==> config.mk <==
export PLATFORM = sky130hd
export DESIGN_NAME = arpeggiator_up_note_selector_unit
export DESIGN_NICKNAME = d
export VERILOG_FILES = /design/src/hdl/arpup_pkg.sv /design/src/hdl/arpup_front.sv /design/src/hdl/arpup_cmd_fifo.sv /design/src/hdl/arpup_back.sv /design/src/hdl/arpeggiator_up_note_selector_unit.sv
export SDC_FILE = /design/constraint.sdc
export NUM_CORES = 1
export LEC_CHECK = 0
export BUFFER_PORTS_ARGS = -buffer_cell sky130_fd_sc_hd__buf_2
export CAP_MARGIN = 20
export CORE_MARGIN = 2
export CORE_UTILIZATION = 40
export CTS_CLUSTER_DIAMETER = 30
export DETAILED_ROUTE_END_ITERATION = 8
export GPL_TIMING_DRIVEN = 0
export PLACE_DENSITY = 0.57
export SYNTH_ARGS = -nofsm -noshare
export SYNTH_HDL_FRONTEND = slang
export SYNTH_HIERARCHICAL = 1
export SYNTH_SLANG_ARGS = --single-unit
==> constraint.sdc <==
create_clock -name clk_i -period 7.5 [get_ports clk_i]
set_input_delay 0.375 -clock clk_i [delete_from_list [all_inputs] [get_ports clk_i]]
set_output_delay 0.375 -clock clk_i [all_outputs]
set_load 0.05 [all_outputs]
==> src/hdl/arpup_pkg.sv <==
// Package with the shared types and constants of the arpeggiator up-mode note selector.
`timescale 1ns / 1ps

package arpup_pkg;

  localparam int unsigned NOTE_COUNT_DEF = 128;
  localparam int unsigned NOTE_W         = 7;
  localparam int unsigned CMDQ_DEPTH     = 2;
  localparam int unsigned CMDQ_PTR_W     = 1;
  localparam int unsigned CMDQ_CNT_W     = 2;

  // Byte address of the mode register.
  localparam logic ARP_MODE_ADDR = 1'b0;

  typedef enum logic [1:0] {
    ACT_NOTE_ON  = 2'd0,
    ACT_NOTE_OFF = 2'd1,
    ACT_TICK     = 2'd2,
    ACT_START    = 2'd3
  } action_e;

  typedef struct packed {
    logic [1:0]        action;
    logic [NOTE_W-1:0] note;
    logic              clock_stop;
  } in_item_t;

  typedef struct packed {
    logic [NOTE_W-1:0] cv_note;
    logic              gate_high;
    logic              note_changed;
  } out_item_t;

  typedef enum logic [2:0] {
    CMD_SET   = 3'd0,
    CMD_CLR   = 3'd1,
    CMD_TICK  = 3'd2,
    CMD_START = 3'd3,
    CMD_STOP  = 3'd4
  } cmd_e;

  typedef struct packed {
    cmd_e              kind;
    logic [NOTE_W-1:0] note;
  } cmd_t;

  typedef struct packed {
    logic push;
    cmd_t cmd;
  } front_req_t;

  typedef struct packed {
    logic full;
    logic empty;
  } q_status_t;

  typedef enum logic [1:0] {
    ST_IDLE = 2'd0,
    ST_SCAN = 2'd1,
    ST_EMIT = 2'd2
  } back_state_e;

endpackage

==> src/hdl/arpup_front.sv <==
// Front end: accepts input transfers and turns them into commands for the back end.
`timescale 1ns / 1ps

module arpup_front #(
  parameter int unsigned NOTE_COUNT = arpup_pkg::NOTE_COUNT_DEF
) (
  input  logic                  in_valid_i,
  input  arpup_pkg::in_item_t   in_data_i,
  input  logic                  mode_i,
  input  arpup_pkg::q_status_t  q_status_i,
  output logic                  in_stall_o,
  output arpup_pkg::front_req_t req_o
);

  localparam int unsigned NoteExtW = arpup_pkg::NOTE_W + 1;

  logic accept;
  logic in_range;
  logic useful;

  assign in_stall_o = q_status_i.full;
  assign accept     = in_valid_i && !q_status_i.full;
  assign in_range   = ({1'b0, in_data_i.note} < NoteExtW'(NOTE_COUNT));

  // Items that leave no trace (live-mode notes and ticks, notes out of range) are dropped here.
  always_comb begin
    useful           = 1'b0;
    req_o.cmd.kind   = arpup_pkg::CMD_STOP;
    req_o.cmd.note   = in_data_i.note;
    if (in_data_i.clock_stop) begin
      useful         = 1'b1;
      req_o.cmd.kind = arpup_pkg::CMD_STOP;
    end else begin
      unique case (in_data_i.action)
        arpup_pkg::ACT_START: begin
          useful         = 1'b1;
          req_o.cmd.kind = arpup_pkg::CMD_START;
        end
        arpup_pkg::ACT_NOTE_ON: begin
          useful         = mode_i && in_range;
          req_o.cmd.kind = arpup_pkg::CMD_SET;
        end
        arpup_pkg::ACT_NOTE_OFF: begin
          useful         = mode_i && in_range;
          req_o.cmd.kind = arpup_pkg::CMD_CLR;
        end
        arpup_pkg::ACT_TICK: begin
          useful         = mode_i;
          req_o.cmd.kind = arpup_pkg::CMD_TICK;
        end
        default: begin
          useful         = 1'b0;
          req_o.cmd.kind = arpup_pkg::CMD_STOP;
        end
      endcase
    end
    req_o.push = accept && useful;
  end

endmodule

==> src/hdl/arpup_cmd_fifo.sv <==
// Short command queue between the front end and the back end.
`timescale 1ns / 1ps

module arpup_cmd_fifo (
  input  logic                  clk_i,
  input  logic                  rst_ni,
  input  arpup_pkg::front_req_t req_i,
  input  logic                  pop_i,
  output arpup_pkg::cmd_t       head_o,
  output arpup_pkg::q_status_t  status_o
);

  localparam int unsigned PtrW  = arpup_pkg::CMDQ_PTR_W;
  localparam int unsigned CntW  = arpup_pkg::CMDQ_CNT_W;
  localparam int unsigned Depth = arpup_pkg::CMDQ_DEPTH;

  arpup_pkg::cmd_t mem_q [Depth];
  logic [PtrW-1:0] wr_ptr_q, wr_ptr_d;
  logic [PtrW-1:0] rd_ptr_q, rd_ptr_d;
  logic [CntW-1:0] count_q, count_d;
  logic            do_push;
  logic            do_pop;

  assign status_o.full  = (count_q == CntW'(Depth));
  assign status_o.empty = (count_q == '0);
  assign do_push        = req_i.push && !status_o.full;
  assign do_pop         = pop_i && !status_o.empty;
  assign head_o         = mem_q[rd_ptr_q];

  always_comb begin
    wr_ptr_d = do_push ? wr_ptr_q + PtrW'(1) : wr_ptr_q;
    rd_ptr_d = do_pop  ? rd_ptr_q + PtrW'(1) : rd_ptr_q;
    count_d  = count_q;
    if (do_push && !do_pop) begin
      count_d = count_q + CntW'(1);
    end else if (do_pop && !do_push) begin
      count_d = count_q - CntW'(1);
    end
  end

  always_ff @(posedge clk_i or negedge rst_ni) begin
    if (!rst_ni) begin
      wr_ptr_q <= '0;
      rd_ptr_q <= '0;
      count_q  <= '0;
    end else begin
      wr_ptr_q <= wr_ptr_d;
      rd_ptr_q <= rd_ptr_d;
      count_q  <= count_d;
    end
  end

  always_ff @(posedge clk_i) begin
    if (do_push) begin
      mem_q[wr_ptr_q] <= req_i.cmd;
    end
  end

endmodule

==> src/hdl/arpup_back.sv <==
// Back end: held-note set, upward scan sequencer and result register.
`timescale 1ns / 1ps

module arpup_back #(
  parameter int unsigned NOTE_COUNT = arpup_pkg::NOTE_COUNT_DEF
) (
  input  logic                 clk_i,
  input  logic                 rst_ni,
  input  logic                 cfg_clear_i,
  input  arpup_pkg::cmd_t      head_i,
  input  arpup_pkg::q_status_t q_status_i,
  output logic                 pop_o,
  input  logic                 out_stall_i,
  output logic                 out_valid_o,
  output arpup_pkg::out_item_t out_data_o
);

  localparam int unsigned IdxW  = $clog2(NOTE_COUNT);
  localparam int unsigned NoteW = arpup_pkg::NOTE_W;
  localparam int unsigned IncW  = NoteW + 1;

  arpup_pkg::back_state_e state_q, state_d;
  logic [NOTE_COUNT-1:0]  held_q, held_d;
  logic [NoteW-1:0]       last_q, last_d;
  logic                   has_last_q, has_last_d;
  logic [IdxW-1:0]        idx_q, idx_d;
  logic [IdxW-1:0]        cnt_q, cnt_d;
  arpup_pkg::out_item_t   res_q, res_d;
  logic                   out_valid_q, out_valid_d;
  arpup_pkg::out_item_t   out_data_q, out_data_d;

  logic            slot_free;
  logic            hit;
  logic            last_cnt;
  logic [IdxW-1:0] idx_next;
  logic [IncW-1:0] last_inc;
  logic [IdxW-1:0] start_idx;

  assign slot_free = !out_valid_q || !out_stall_i;
  assign hit       = held_q[idx_q];
  assign last_cnt  = (cnt_q == IdxW'(NOTE_COUNT - 1));
  assign idx_next  = (idx_q == IdxW'(NOTE_COUNT - 1)) ? '0 : idx_q + IdxW'(1);
  assign last_inc  = {1'b0, last_q} + IncW'(1);

  always_comb begin
    if (!has_last_q || (last_inc == IncW'(NOTE_COUNT))) begin
      start_idx = '0;
    end else begin
      start_idx = last_inc[IdxW-1:0];
    end
  end

  // Next state.
  always_comb begin
    state_d = state_q;
    unique case (state_q)
      arpup_pkg::ST_IDLE: begin
        if (!q_status_i.empty) begin
          if (head_i.kind == arpup_pkg::CMD_TICK) begin
            state_d = arpup_pkg::ST_SCAN;
          end else if (head_i.kind == arpup_pkg::CMD_STOP) begin
            state_d = arpup_pkg::ST_EMIT;
          end
        end
      end
      arpup_pkg::ST_SCAN: begin
        if (hit || last_cnt) begin
          state_d = arpup_pkg::ST_EMIT;
        end
      end
      arpup_pkg::ST_EMIT: begin
        if (slot_free) begin
          state_d = arpup_pkg::ST_IDLE;
        end
      end
      default: state_d = arpup_pkg::ST_IDLE;
    endcase
  end

  // Outputs and datapath.
  always_comb begin
    pop_o       = 1'b0;
    held_d      = held_q;
    last_d      = last_q;
    has_last_d  = has_last_q;
    idx_d       = idx_q;
    cnt_d       = cnt_q;
    res_d       = res_q;
    out_valid_d = out_valid_q;
    out_data_d  = out_data_q;

    if (out_valid_q && !out_stall_i) begin
      out_valid_d = 1'b0;
    end

    unique case (state_q)
      arpup_pkg::ST_IDLE: begin
        if (!q_status_i.empty) begin
          pop_o = 1'b1;
          unique case (head_i.kind)
            arpup_pkg::CMD_SET:   held_d[head_i.note[IdxW-1:0]] = 1'b1;
            arpup_pkg::CMD_CLR:   held_d[head_i.note[IdxW-1:0]] = 1'b0;
            arpup_pkg::CMD_START: has_last_d = 1'b0;
            arpup_pkg::CMD_TICK: begin
              idx_d = start_idx;
              cnt_d = '0;
            end
            arpup_pkg::CMD_STOP: begin
              res_d.cv_note      = last_q;
              res_d.gate_high    = 1'b0;
              res_d.note_changed = 1'b0;
            end
            default: pop_o = 1'b1;
          endcase
        end
      end
      arpup_pkg::ST_SCAN: begin
        if (hit) begin
          last_d             = NoteW'(idx_q);
          has_last_d         = 1'b1;
          res_d.cv_note      = NoteW'(idx_q);
          res_d.gate_high    = 1'b1;
          res_d.note_changed = 1'b1;
        end else if (last_cnt) begin
          // Nothing held: the pitch outputs keep the last note.
          has_last_d         = 1'b0;
          res_d.cv_note      = last_q;
          res_d.gate_high    = 1'b0;
          res_d.note_changed = 1'b0;
        end else begin
          idx_d = idx_next;
          cnt_d = cnt_q + IdxW'(1);
        end
      end
      arpup_pkg::ST_EMIT: begin
        if (slot_free) begin
          out_valid_d = 1'b1;
          out_data_d  = res_q;
        end
      end
      default: pop_o = 1'b0;
    endcase

    if (cfg_clear_i) begin
      held_d     = '0;
      last_d     = '0;
      has_last_d = 1'b0;
    end
  end

  always_ff @(posedge clk_i or negedge rst_ni) begin
    if (!rst_ni) begin
      state_q     <= arpup_pkg::ST_IDLE;
      held_q      <= '0;
      last_q      <= '0;
      has_last_q  <= 1'b0;
      out_valid_q <= 1'b0;
    end else begin
      state_q     <= state_d;
      held_q      <= held_d;
      last_q      <= last_d;
      has_last_q  <= has_last_d;
      out_valid_q <= out_valid_d;
    end
  end

  always_ff @(posedge clk_i) begin
    idx_q      <= idx_d;
    cnt_q      <= cnt_d;
    res_q      <= res_d;
    out_data_q <= out_data_d;
  end

  assign out_valid_o = out_valid_q;
  assign out_data_o  = out_data_q;

endmodule

==> src/hdl/arpeggiator_up_note_selector_unit.sv <==
// Top level of the arpeggiator up-mode note selector with its mode register port.
`timescale 1ns / 1ps

// Usage: MIDI events and clock events arrive on the input channel (in_valid_i, in_stall_o,
// in_data_i); one transfer carries an action, a note number and a clock-stop flag.
// Clock ticks in arpeggio mode and clock stops produce one result transfer each on the
// output channel (out_valid_o, out_stall_i, out_data_o); all other events only update
// the held-note set or the remembered last note.
// The front end classifies each transfer in the cycle it is accepted and places it in a
// two-entry command queue, so input is accepted one per cycle until the queue is full.
// The back end takes one command per cycle for note on, note off and clock start.
// A clock stop passes from the queue into the result register and then the output register.
// A tick scans the held set one note per cycle from the note after the last one played,
// and its result then takes the same path; this bit-serial scan sets the rate.
// Results sit in an output register; while the receiver stalls, the back end waits
// with its next result and the queue keeps accepting until it fills.
// Reset clears the held set, the last note, the mode register and all valid flags.
// The mode register is written over the APB-style port; any write to it also clears
// the held set and the last note.

module arpeggiator_up_note_selector_unit #(
  parameter int unsigned NOTE_COUNT = arpup_pkg::NOTE_COUNT_DEF
) (
  input  logic                 clk_i,
  input  logic                 rst_ni,

  input  logic                 in_valid_i,
  output logic                 in_stall_o,
  input  arpup_pkg::in_item_t  in_data_i,

  output logic                 out_valid_o,
  input  logic                 out_stall_i,
  output arpup_pkg::out_item_t out_data_o,

  input  logic                 psel,
  input  logic                 penable,
  input  logic                 pwrite,
  input  logic                 paddr,
  input  logic [31:0]          pwdata,
  output logic [31:0]          prdata,
  output logic                 pready
);

  localparam int unsigned NoteExtW = arpup_pkg::NOTE_W + 1;

  logic                  mode_q, mode_d;
  logic                  cfg_write;
  logic                  addr_hit;
  arpup_pkg::front_req_t front_req;
  arpup_pkg::q_status_t  q_status;
  arpup_pkg::cmd_t       q_head;
  logic                  back_pop;

  // The port never inserts wait states. A write lands in the access cycle.
  assign pready    = 1'b1;
  assign addr_hit  = (paddr == arpup_pkg::ARP_MODE_ADDR);
  assign cfg_write = psel && penable && pwrite && pready && addr_hit;
  assign prdata    = addr_hit ? 32'(mode_q) : '0;
  assign mode_d    = cfg_write ? pwdata[0] : mode_q;

  always_ff @(posedge clk_i or negedge rst_ni) begin
    if (!rst_ni) begin
      mode_q <= 1'b0;
    end else begin
      mode_q <= mode_d;
    end
  end

  // The front end drops events that have no effect in the current mode.
  arpup_front #(
    .NOTE_COUNT(NOTE_COUNT)
  ) u_front (
    .in_valid_i (in_valid_i),
    .in_data_i  (in_data_i),
    .mode_i     (mode_q),
    .q_status_i (q_status),
    .in_stall_o (in_stall_o),
    .req_o      (front_req)
  );

  arpup_cmd_fifo u_cmd_fifo (
    .clk_i    (clk_i),
    .rst_ni   (rst_ni),
    .req_i    (front_req),
    .pop_i    (back_pop),
    .head_o   (q_head),
    .status_o (q_status)
  );

  // The back end owns the held set and performs the scans.
  arpup_back #(
    .NOTE_COUNT(NOTE_COUNT)
  ) u_back (
    .clk_i       (clk_i),
    .rst_ni      (rst_ni),
    .cfg_clear_i (cfg_write),
    .head_i      (q_head),
    .q_status_i  (q_status),
    .pop_o       (back_pop),
    .out_stall_i (out_stall_i),
    .out_valid_o (out_valid_o),
    .out_data_o  (out_data_o)
  );

`ifndef SYNTHESIS
  // The queue can never claim to be full and empty at once.
  a_queue_consistent: assert property (@(posedge clk_i) disable iff (!rst_ni)
    !(q_status.full && q_status.empty))
    else $error("command queue reports full and empty together");

  // The back end only removes commands that are really present.
  a_pop_nonempty: assert property (@(posedge clk_i) disable iff (!rst_ni)
    back_pop |-> !q_status.empty)
    else $error("back end popped an empty command queue");

  // A newly selected note always retriggers the gate and lies inside the scanned range.
  a_changed_note_valid: assert property (@(posedge clk_i) disable iff (!rst_ni)
    (out_valid_o && out_data_o.note_changed) |->
      (out_data_o.gate_high && ({1'b0, out_data_o.cv_note} < NoteExtW'(NOTE_COUNT))))
    else $error("selected note result is inconsistent");
`endif

endmodule

==> results of run 1 <==
## worst max-delay path: stages (launching register included)
cell	delay, ps
edfxtp_1	430
buf_2	380
buf_2	460
mux4_2	410
a211oi_1	410
o32ai_1	200
a22o_1	310
o21ai_4	170
inv_2	120
a211oi_2	540
buf_6	240
## cell families after synthesis
logic type | share of synthesized area
compound gates | 0.170
xor+xnor | 0.0165
fa+ha+maj | 0.00496
buf+inv | 0.0723
flops | 0.506
mux | 0.0968
other cells | 0.000744
simple gates | 0.133
## per-stage QoR
stage | hold WS [ps] | instances | setup slack, ps
2_1_floorplan | 79.4 | 980 | 3780
3_3_place_gp | 402 | 1333 | 2320
3_5_place_dp | 405 | 1336 | 3510
4_1_cts | 100 | 1369 | 3480
5_1_grt | 98.4 | 1369 | 3300
6_report | 120 | 1369 | 3510
## repair_timing
item / 4_1_cts / 5_1_grt
hold endpoints to repair: 61 / 0
setup buffers: 0 / 0
hold buffers: 1 / 0
setup endpoints to repair: 0 / 0
resized for setup: 0 / 0
## Yosys cell counts (all sizes together), types with 16 or more instances
master,n
nor3,37
a21oi,61
dfrtp,144
clkbuf,66
mux4,16
nor2,137
nand3,16
mux2i,29
nand2,31
a31oi,19
a211oi,63
buf,57
edfxtp,50
mux2,26
a311oi,48
## power by group
group | switching, uW | internal (uW) | leakage [uW]
Sequential | 148 | 1370 | 0.00239
Clock | 453 | 549 | 0.000321
Combinational | 1030 | 557 | 0.00176
Total | 1630 | 2470 | 0.00447
## area by class of cell
type	instances	area (um2)	area share
Buffer	123	692	0.0603
Sequential cell	194	5100	0.445
Clock inverter	15	235	0.0205
Timing Repair Buffer	27	175	0.0153
Inverter	10	37.5	0.00327
Tap cell	330	413	0.0360
Clock buffer	17	425	0.0371
Multi-Input combinational cell	653	4380	0.382
## worst paths after layout
| check | start | end | slack, ps |
|---|---|---|---|
| setup / recovery | u_back/idx_q[1] | u_back/idx_q[0] | 3510 |
| hold / removal | in_data_i[5] | u_cmd_fifo/mem_q[1][4] | 120 |
| setup reg to reg | u_back/idx_q[1] | u_back/idx_q[0] | 3510 |
| hold reg to reg | u_back/res_q[8] | u_back/out_data_o[8] | 420 |
| max in group asynchronous | rst_ni | u_back/held_q[0] | 6140 |
| min in group asynchronous | rst_ni | u_back/held_q[47] | 510 |
## routing by layer
layer  vias to the layer above  track usage  routed length [um]
li1                       3622            -                   -
met1                      3920        0.310               12300
met2                       312        0.337               13100
met3                        55       0.0382                1930
met4                         0       0.0792                 788
met5                         -            0                   0
## state kept, by name (all words and copies together), names as in the netlist, 2 cells and up
| name | cells |
|---|---|
| u_back/cnt_q | 7 |
| u_back/last_q | 7 |
| u_back/held_q | 128 |
| u_back/idx_q | 7 |
| u_back/res_q | 8 |
| u_back/state_q | 2 |
| u_back/out_data_o | 8 |
| u_cmd_fifo/count_q | 2 |
| u_cmd_fifo/mem_q | 20 |
==> results.sh, run 1 <==
export IMPL_io_buffers=23
export IMPL_grt_pass1_vias=7522
export IMPL_cts_tree="yes"
export IMPL_power_density_nw_per_um2=358
export IMPL_fin_crit_sh=0.532
export IMPL_fmax_ghz=0.250
export IMPL_tns_ps=0
export IMPL_finalSetupViolCount=0
export IMPL_routed_wl_um=28000
export IMPL_maxSlewViolCount=0
export IMPL_critPathArrivalTime_ps=4140
export IMPL_dr_total_vias=7909
export IMPL_initial_core_util=0.404
export IMPL_ant_nets=0
export IMPL_ys_ff_latch=194
export IMPL_grt_max_degree=84
export IMPL_rr_worst_depth=10
export IMPL_finalHoldViolCount=0
export IMPL_min_period_ps=3990
export IMPL_synth_cell_type_count=66
export IMPL_overflow=0
export IMPL_syn_instance_count=950
export IMPL_mostFrequentLayoutCells="dfrtp_1, nor2_1, clkbuf_1"
export IMPL_synth_warnings=6
export IMPL_nets=1080
export IMPL_critPathKind="flop to flop"
export IMPL_yosysSeqAreaShare=0.506
export IMPL_end_kind="flop"
export IMPL_grt_antenna_before_repair=0
export IMPL_clock_latency_ps=440
export IMPL_die_w_um=163
export IMPL_fin_skew_ps=15.4
export IMPL_cts_root_buffer="clkbuf_16"
export IMPL_ir_worst_vdd_uv=145
export IMPL_synthFlopType="dfrtp_1"
export IMPL_dr_pass1_iters=5
export IMPL_vias_per_cell=5.78
export IMPL_cts_sinks=194
export IMPL_critPathLaunchType="flop"
export IMPL_fillCellCount=2361
export IMPL_cts_inserted_buffers=17
export IMPL_gp_congestion=0.850
export IMPL_syn_area_um2=10100
export IMPL_leakagePower_uw=0.00447
export IMPL_worst_pin_slew_ps=984
export IMPL_synth_area_leaders="dfrtp_1, edfxtp_1, nor2_1"
export IMPL_ios=94
export IMPL_status="complete, no violations"
export IMPL_grt_util_all_layers=0.219
export IMPL_syn_area_per_cell_um2=10.6
export IMPL_holdPathStages=1
export IMPL_syn_to_final_growth_pct=13.6
export IMPL_layout_commonest_cell="dfrtp_1"
export IMPL_slew_limit_headroom=0.343
export IMPL_required_ps=7650
export IMPL_yosysTopAreaCellShare=0.357
export IMPL_drive_gt1_frac=0.157
export IMPL_die_area_um2=26500
export IMPL_row_count=58
export IMPL_drt_initial_drc_count=891
export IMPL_remaining_drc_errors=0
export IMPL_rsz0062_at_grt="false"
export IMPL_htree_num_levels=4
export IMPL_synth_top_cell_by_area="dfrtp_1"
export IMPL_core_um2=25000
export IMPL_diodes=0
export IMPL_grt_pass1_wl_um=44300
export IMPL_crit_fanout=10
export IMPL_final_cell_area_um2=11500
export IMPL_synth_edf_count=50
export IMPL_dpl_instance_area_um2=10800
export IMPL_avgRoutedWirePerCell_um=20.5
export IMPL_dpl_hpwl_um=18600
export IMPL_async_reset_ff_frac=0.742
export IMPL_power_uw=4100
export IMPL_maxCapViolCount=0
export IMPL_clkTransAtPathRegs_ps=80
export IMPL_clockBufferDepth=2
export IMPL_min_path_type="primary input to flop"
export IMPL_die_y_um=163
export IMPL_final_util=0.459
No activity file was read; power rests on OpenSTA's default activity.
==> run 2: changes to the inputs <==
--- a/config.mk
+++ b/config.mk
@@ -5,6 +5,7 @@
 export SDC_FILE = /design/constraint.sdc
 export NUM_CORES = 1
 export LEC_CHECK = 0
+export ABC_AREA = 1
 export BUFFER_PORTS_ARGS = -buffer_cell sky130_fd_sc_hd__buf_2
 export CAP_MARGIN = 20
 export CORE_MARGIN = 2
@@ -12,7 +13,7 @@
 export CTS_CLUSTER_DIAMETER = 30
 export DETAILED_ROUTE_END_ITERATION = 8
 export GPL_TIMING_DRIVEN = 0
-export PLACE_DENSITY = 0.57
+export PLACE_DENSITY = 0.59
 export SYNTH_ARGS = -nofsm -noshare
 export SYNTH_HDL_FRONTEND = slang
 export SYNTH_HIERARCHICAL = 1
==> constraint.sdc (replaced) <==
create_clock -name clk_i -period 3.2 [get_ports clk_i]
set_input_delay 0.16 -clock clk_i [delete_from_list [all_inputs] [get_ports clk_i]]
set_output_delay 0.16 -clock clk_i [all_outputs]
set_load 0.05 [all_outputs]
==> results.sh, run 2 <==
export IMPL_remaining_drc_errors=0
export IMPL_synth_adder_area_share=0.00448
export IMPL_cts_sinks=194
export IMPL_ys_ff_latch=194
export IMPL_pre_cts_slack_ps=-303
export IMPL_worst_pin_slew_ps=995
export IMPL_fin_crit_sh=1.03
export IMPL_critPathLaunchType="flop"
export IMPL_power_uw=12100
export IMPL_maxCapViolCount=0
export IMPL_nets=1582
export IMPL_critPathKind="flop to flop"
export IMPL_async_reset_ff_frac=0.742
export IMPL_dr_total_vias=11000
export IMPL_grt_max_degree=87
export IMPL_mostFrequentLayoutCells="nand2_1, a21oi_1, o21ai_0"
export IMPL_clock_latency_ps=450
export IMPL_synth_xor_area_frac=0.00627
export IMPL_syn_area_um2=11200
export IMPL_grt_pass1_wl_um=59600
export IMPL_fin_skew_ps=15.4
export IMPL_min_period_ps=3280
export IMPL_ant_nets=0
export IMPL_ios=94
export IMPL_drive_gt1_frac=0.104
export IMPL_rsz0062_at_grt="true"
export IMPL_fmax_ghz=0.305
export IMPL_ir_worst_vdd_uv=348
export IMPL_die_y_um=171
export IMPL_yosysTopAreaCellShare=0.322
export IMPL_setup_ws_ps=-81.6
export IMPL_synth_area_mux_share=0
export IMPL_synth_common_cells="nand2_1, a21oi_1, o21ai_0"
export IMPL_synth_compound_area_frac=0.201
export IMPL_synth_edf_count=50
export IMPL_syn_instance_count=1442
export IMPL_dpl_instance_area_um2=11900
export IMPL_diodes=0
export IMPL_synth_top_family_by_area="simple AND/OR/NAND/NOR gates"
export IMPL_leakagePower_uw=0.00508
export IMPL_dr_pass1_iters=7
export IMPL_synthFlopType="dfrtp_1"
export IMPL_avgRoutedWirePerCell_um=20.3
export IMPL_clockBufferDepth=2
export IMPL_core_um2=27600
export IMPL_grt_antenna_before_repair=0
export IMPL_htree_num_levels=4
export IMPL_yosys_area_share_simple=0.224
export IMPL_grt_util_all_layers=0.271
export IMPL_finalHoldViolCount=0
export IMPL_crit_fanout=10
export IMPL_syn_to_final_growth_pct=14.0
export IMPL_largest_reg_flops=128
export IMPL_violations="negative setup slack"
export IMPL_layout_commonest_cell="nand2_1"
export IMPL_final_cell_area_um2=12700
export IMPL_cts_inserted_buffers=17
export IMPL_synth_cell_type_count=40
export IMPL_die_area_um2=29300
export IMPL_reg_top3="u_back/held_q: 128 flops, u_cmd_fifo/mem_q: 20 flops"
export IMPL_min_path_type="primary input to flop"
export IMPL_row_count=61
export IMPL_die_w_um=171
export IMPL_synth_most_common_cell="nand2_1"
export IMPL_maxSlewViolCount=0
export IMPL_finalSetupViolCount=1
export IMPL_synth_top_cell_by_area="dfrtp_1"
export IMPL_overflow=0
export IMPL_initial_core_util=0.405
export IMPL_clkTransAtPathRegs_ps=90
export IMPL_slew_limit_headroom=0.334
export IMPL_routed_wl_um=39000
export IMPL_synth_area_leaders="dfrtp_1, edfxtp_1, nand2_1"
export IMPL_yosysSeqAreaShare=0.457
export IMPL_synth_warnings=6
export IMPL_critPathArrivalTime_ps=3590
export IMPL_syn_area_per_cell_um2=7.75
export IMPL_gp_congestion=0.930
export IMPL_vias_per_cell=5.75
export IMPL_cts_tree="yes"
export IMPL_tns_ps=-81.6
export IMPL_cts_root_buffer="clkbuf_16"
export IMPL_dpl_hpwl_um=25700
export IMPL_end_kind="flop"
export IMPL_io_buffers=23
export IMPL_regMostFlops="u_back/held_q"
export IMPL_drt_initial_drc_count=1342
export IMPL_required_ps=3510
export IMPL_fillCellCount=2773
export IMPL_power_density_nw_per_um2=949
export IMPL_grt_pass1_vias=9949
export IMPL_status="finished, violations left"
==> run 2: layout make-up <==
class                   instances  area (um2)  share of cell area
flip-flops and latches        194        5100               0.401
multi-input cells            1012        5030               0.395
plain buffers                 127         686              0.0538
inverters                     138         527              0.0413
well taps                     378         473              0.0371
clock buffers                  17         425              0.0334
repair buffers                 38         289              0.0227
clock inverters                15         208              0.0163
==> run 2: critical path, stage by stage, from the launching register on <==
cell and delay (ps):
dfrtp_1 400, inv_1 70, buf_2 220, nand2_1 70
nand2_1 60, clkbuf_2 200, inv_1 160, nor3_2 810
clkinvlp_4 590, o311ai_0 400, o21ai_0 140
==> run 2: routing by layer <==
| metal | routed length (um) | share of wire | global-route usage |
|---|---|---|---|
| met3 | 3820 | 0.098 | 0.0630 |
| met2 | 17100 | 0.44 | 0.408 |
| met1 | 16400 | 0.42 | 0.376 |
| met5 | 0 | 0 | 0 |
| met4 | 1690 | 0.043 | 0.112 |
==> run 2: where the power goes <==
group	switching, uW	internal, uW	leakage (uW)
combinational	4360	1410	0.00233
clock	1140	1140	0.000307
sequential	559	3490	0.00245
total	6060	6040	0.00508
==> run 2: timing repair <==
action                                  4_1_cts  5_1_grt
endpoints found under the setup margin       90       66
gates resized for setup                      10       13
buffers inserted                              1        0
endpoints found under the hold margin        75        0
pin swaps                                     1        0
hold buffers                                 11        0
==> run 2: kinds of logic after synthesis <==
family	after synthesis
adder cells (fa/ha/maj)	4
AND/OR/NAND/NOR	567
other	2
buffers and inverters	266
XOR/XNOR	8
AO/OA/AOI/OAI	401
flip-flops	194
==> run 2: path summary, 6_finish.rpt <==
check	start	end	slack, ps	cells after the start
setup / recovery	u_cmd_fifo/rd_ptr_q	u_back/held_q[6]	-80	10
hold / removal	in_data_i[0]	u_cmd_fifo/mem_q[1][7]	50	2
setup reg to reg	u_cmd_fifo/rd_ptr_q	u_back/held_q[6]	-80	10
hold reg to reg	u_back/res_q[2]	u_back/out_data_o[2]	420	0
max in group asynchronous	rst_ni	u_back/held_q[91]	2080	3
min in group asynchronous	rst_ni	u_back/held_q[16]	250	2
==> run 2: through the flow <==
stage          hold WS, ps  utilization  instances
2_1_floorplan         -136            -       1472
3_5_place_dp           139        0.432       1876
3_3_place_gp           346        0.430       1873
4_1_cts               32.4        0.461       1920
5_1_grt               43.8        0.461       1919
6_report              47.9        0.461       1919
==> run 3: changes to the inputs <==
--- a/config.mk
+++ b/config.mk
@@ -14,6 +14,7 @@
 export DETAILED_ROUTE_END_ITERATION = 8
 export GPL_TIMING_DRIVEN = 0
 export PLACE_DENSITY = 0.59
+export REMOVE_ABC_BUFFERS = 1
 export SYNTH_ARGS = -nofsm -noshare
 export SYNTH_HDL_FRONTEND = slang
 export SYNTH_HIERARCHICAL = 1
==> results.sh, run 3 (synthesis gave the netlist of run 2 again) <==
export IMPL_grt_antenna_before_repair=0
export IMPL_dpl_hpwl_um=20200
export IMPL_maxCapViolCount=0
export IMPL_critPathLaunchType="flop"
export IMPL_maxSlewViolCount=0
export IMPL_holdPathStages=5
export IMPL_clock_latency_ps=440
export IMPL_die_area_um2=29300
export IMPL_vias_per_cell=5.59
export IMPL_min_path_type="primary input to flop"
export IMPL_finalHoldViolCount=0
export IMPL_grt_pass1_wl_um=53000
export IMPL_regMostFlops="u_back/held_q"
export IMPL_worst_pin_slew_ps=916
export IMPL_layout_commonest_cell="nand2_1"
export IMPL_syn_to_final_growth_pct=14.4
export IMPL_dr_pass1_iters=5
export IMPL_rsz0062_at_grt="true"
export IMPL_slew_limit_headroom=0.387
export IMPL_critPathArrivalTime_ps=3390
export IMPL_avgRoutedWirePerCell_um=18.5
export IMPL_overflow=0
export IMPL_mostFrequentLayoutCells="nand2_1, a21oi_1, o21ai_0"
export IMPL_nets=1496
export IMPL_endpoint="u_back/held_q[6]"
export IMPL_worstSetupStartpoint="u_cmd_fifo/rd_ptr_q"
export IMPL_tns_ps=0
export IMPL_cts_sinks=194
export IMPL_gp_congestion=0.806
export IMPL_ir_worst_vdd_uv=442
export IMPL_drt_initial_drc_count=884
export IMPL_required_ps=3510
export IMPL_reg_top3="u_back/held_q: 128 flops, u_cmd_fifo/mem_q: 20 flops"
export IMPL_min_period_ps=3080
export IMPL_largest_reg_flops=128
export IMPL_cts_tree="yes"
export IMPL_drive_gt1_frac=0.0976
export IMPL_end_kind="flop"
export IMPL_reg2reg_from="u_cmd_fifo/rd_ptr_q"
export IMPL_clkTransAtPathRegs_ps=70
export IMPL_final_cell_area_um2=12800
export IMPL_slowest_stage="dfrtp_1"
export IMPL_ant_nets=0
export IMPL_max_stage_delay_ps=520
export IMPL_finalSetupViolCount=0
export IMPL_worst_hold_slack_ps=48.8
export IMPL_fmax_ghz=0.324
export IMPL_cts_inserted_buffers=17
export IMPL_die_y_um=171
export IMPL_leakagePower_uw=0.00500
export IMPL_fin_skew_ps=10.2
export IMPL_hp_start="paddr"
export IMPL_r2r_setup_slack_ps=120
export IMPL_rr_worst_depth=9
export IMPL_dr_total_vias=10200
export IMPL_row_count=61
export IMPL_die_w_um=171
export IMPL_io_buffers=30
export IMPL_r2r_end="u_back/held_q[6]"
export IMPL_diodes=0
export IMPL_htree_num_levels=4
export IMPL_crit_chain="inv_1, nand2_1, nand2_1, inv_1, nor3_4, buf_8, clkinv_1, o311ai_0, o21ai_0"
export IMPL_grt_pass1_vias=9485
export IMPL_remaining_drc_errors=0
export IMPL_power_density_nw_per_um2=959
export IMPL_status="complete, no violations"
export IMPL_ios=94
export IMPL_dpl_instance_area_um2=11700
export IMPL_routed_wl_um=33900
export IMPL_crit_fanout=12
export IMPL_initial_core_util=0.405
export IMPL_grt_max_degree=126
export IMPL_cts_root_buffer="clkbuf_16"
export IMPL_fin_crit_sh=0.964
export IMPL_clockBufferDepth=2
export IMPL_grt_util_all_layers=0.235
export IMPL_fillCellCount=2708
export IMPL_core_um2=27600
export IMPL_critPathKind="flop to flop"
run 3: metal layers:
metal / share of wire / up-vias / routed length, um / GRT usage
met5: 0 / - / 0 / 0
met4: 0.025 / 0 / 840 / 0.0796
met3: 0.058 / 60 / 1960 / 0.0322
met2: 0.48 / 378 / 16400 / 0.380
met1: 0.43 / 4939 / 14700 / 0.325
li1: - / 4863 / - / -
run 3: per-stage QoR:
stage	utilization	total power, uW	std cells	setup slack [ps]
global route	0.463	13000	1833	-113
finish	0.463	12300	1833	116
floorplan	-	7240	1344	-1890
CTS	0.459	12100	1829	44.1
detailed placement	0.424	9420	1772	-784
global placement	0.407	8840	1752	-5130
run 3: area by class of cell:
type	instances	area, um2	share of cell area
multi-input combinational	1012	5120	0.400
sequential	194	5100	0.399
inverter	138	572	0.0447
clock buffer	17	425	0.0333
timing repair buffer	79	845	0.0660
clock inverter	15	253	0.0198
tap	378	473	0.0370
run 3: how the worst min path moves through the flow:
stage / endpoint / slack (ps)
floorplan: mode_q / -140
detailed placement: u_back/last_q[1] / 150
global placement: u_cmd_fifo/mem_q[0][1] / 360
CTS: mode_q / 50
finish: mode_q / 50
global route: u_cmd_fifo/mem_q[1][7] / 70
run 3: power breakdown:
part           switching [uW]  internal [uW]  total, uW  leakage, uW
Sequential                559           3490       4050      0.00245
Combinational            4060           1660       5720      0.00223
Clock                    1020           1480       2500     0.000320
Total                    5640           6620      12300      0.00500
run 3: critical path, delay by kind of cell (launching register included):
kind / cells / cell delay (ps)
flops: 1 / 520
buf+inv: 4 / 1170
simple gates: 3 / 680
compound gates: 2 / 560
run 3: timing repair:
| action | 4_1_cts | 5_1_grt |
|---|---|---|
| setup buffers | 13 | 4 |
| hold buffers | 12 | 0 |
| setup endpoints to repair | 158 | 104 |
| pin swaps | 2 | 2 |
| hold endpoints to repair | 78 | 0 |
| resized for setup | 14 | 14 |
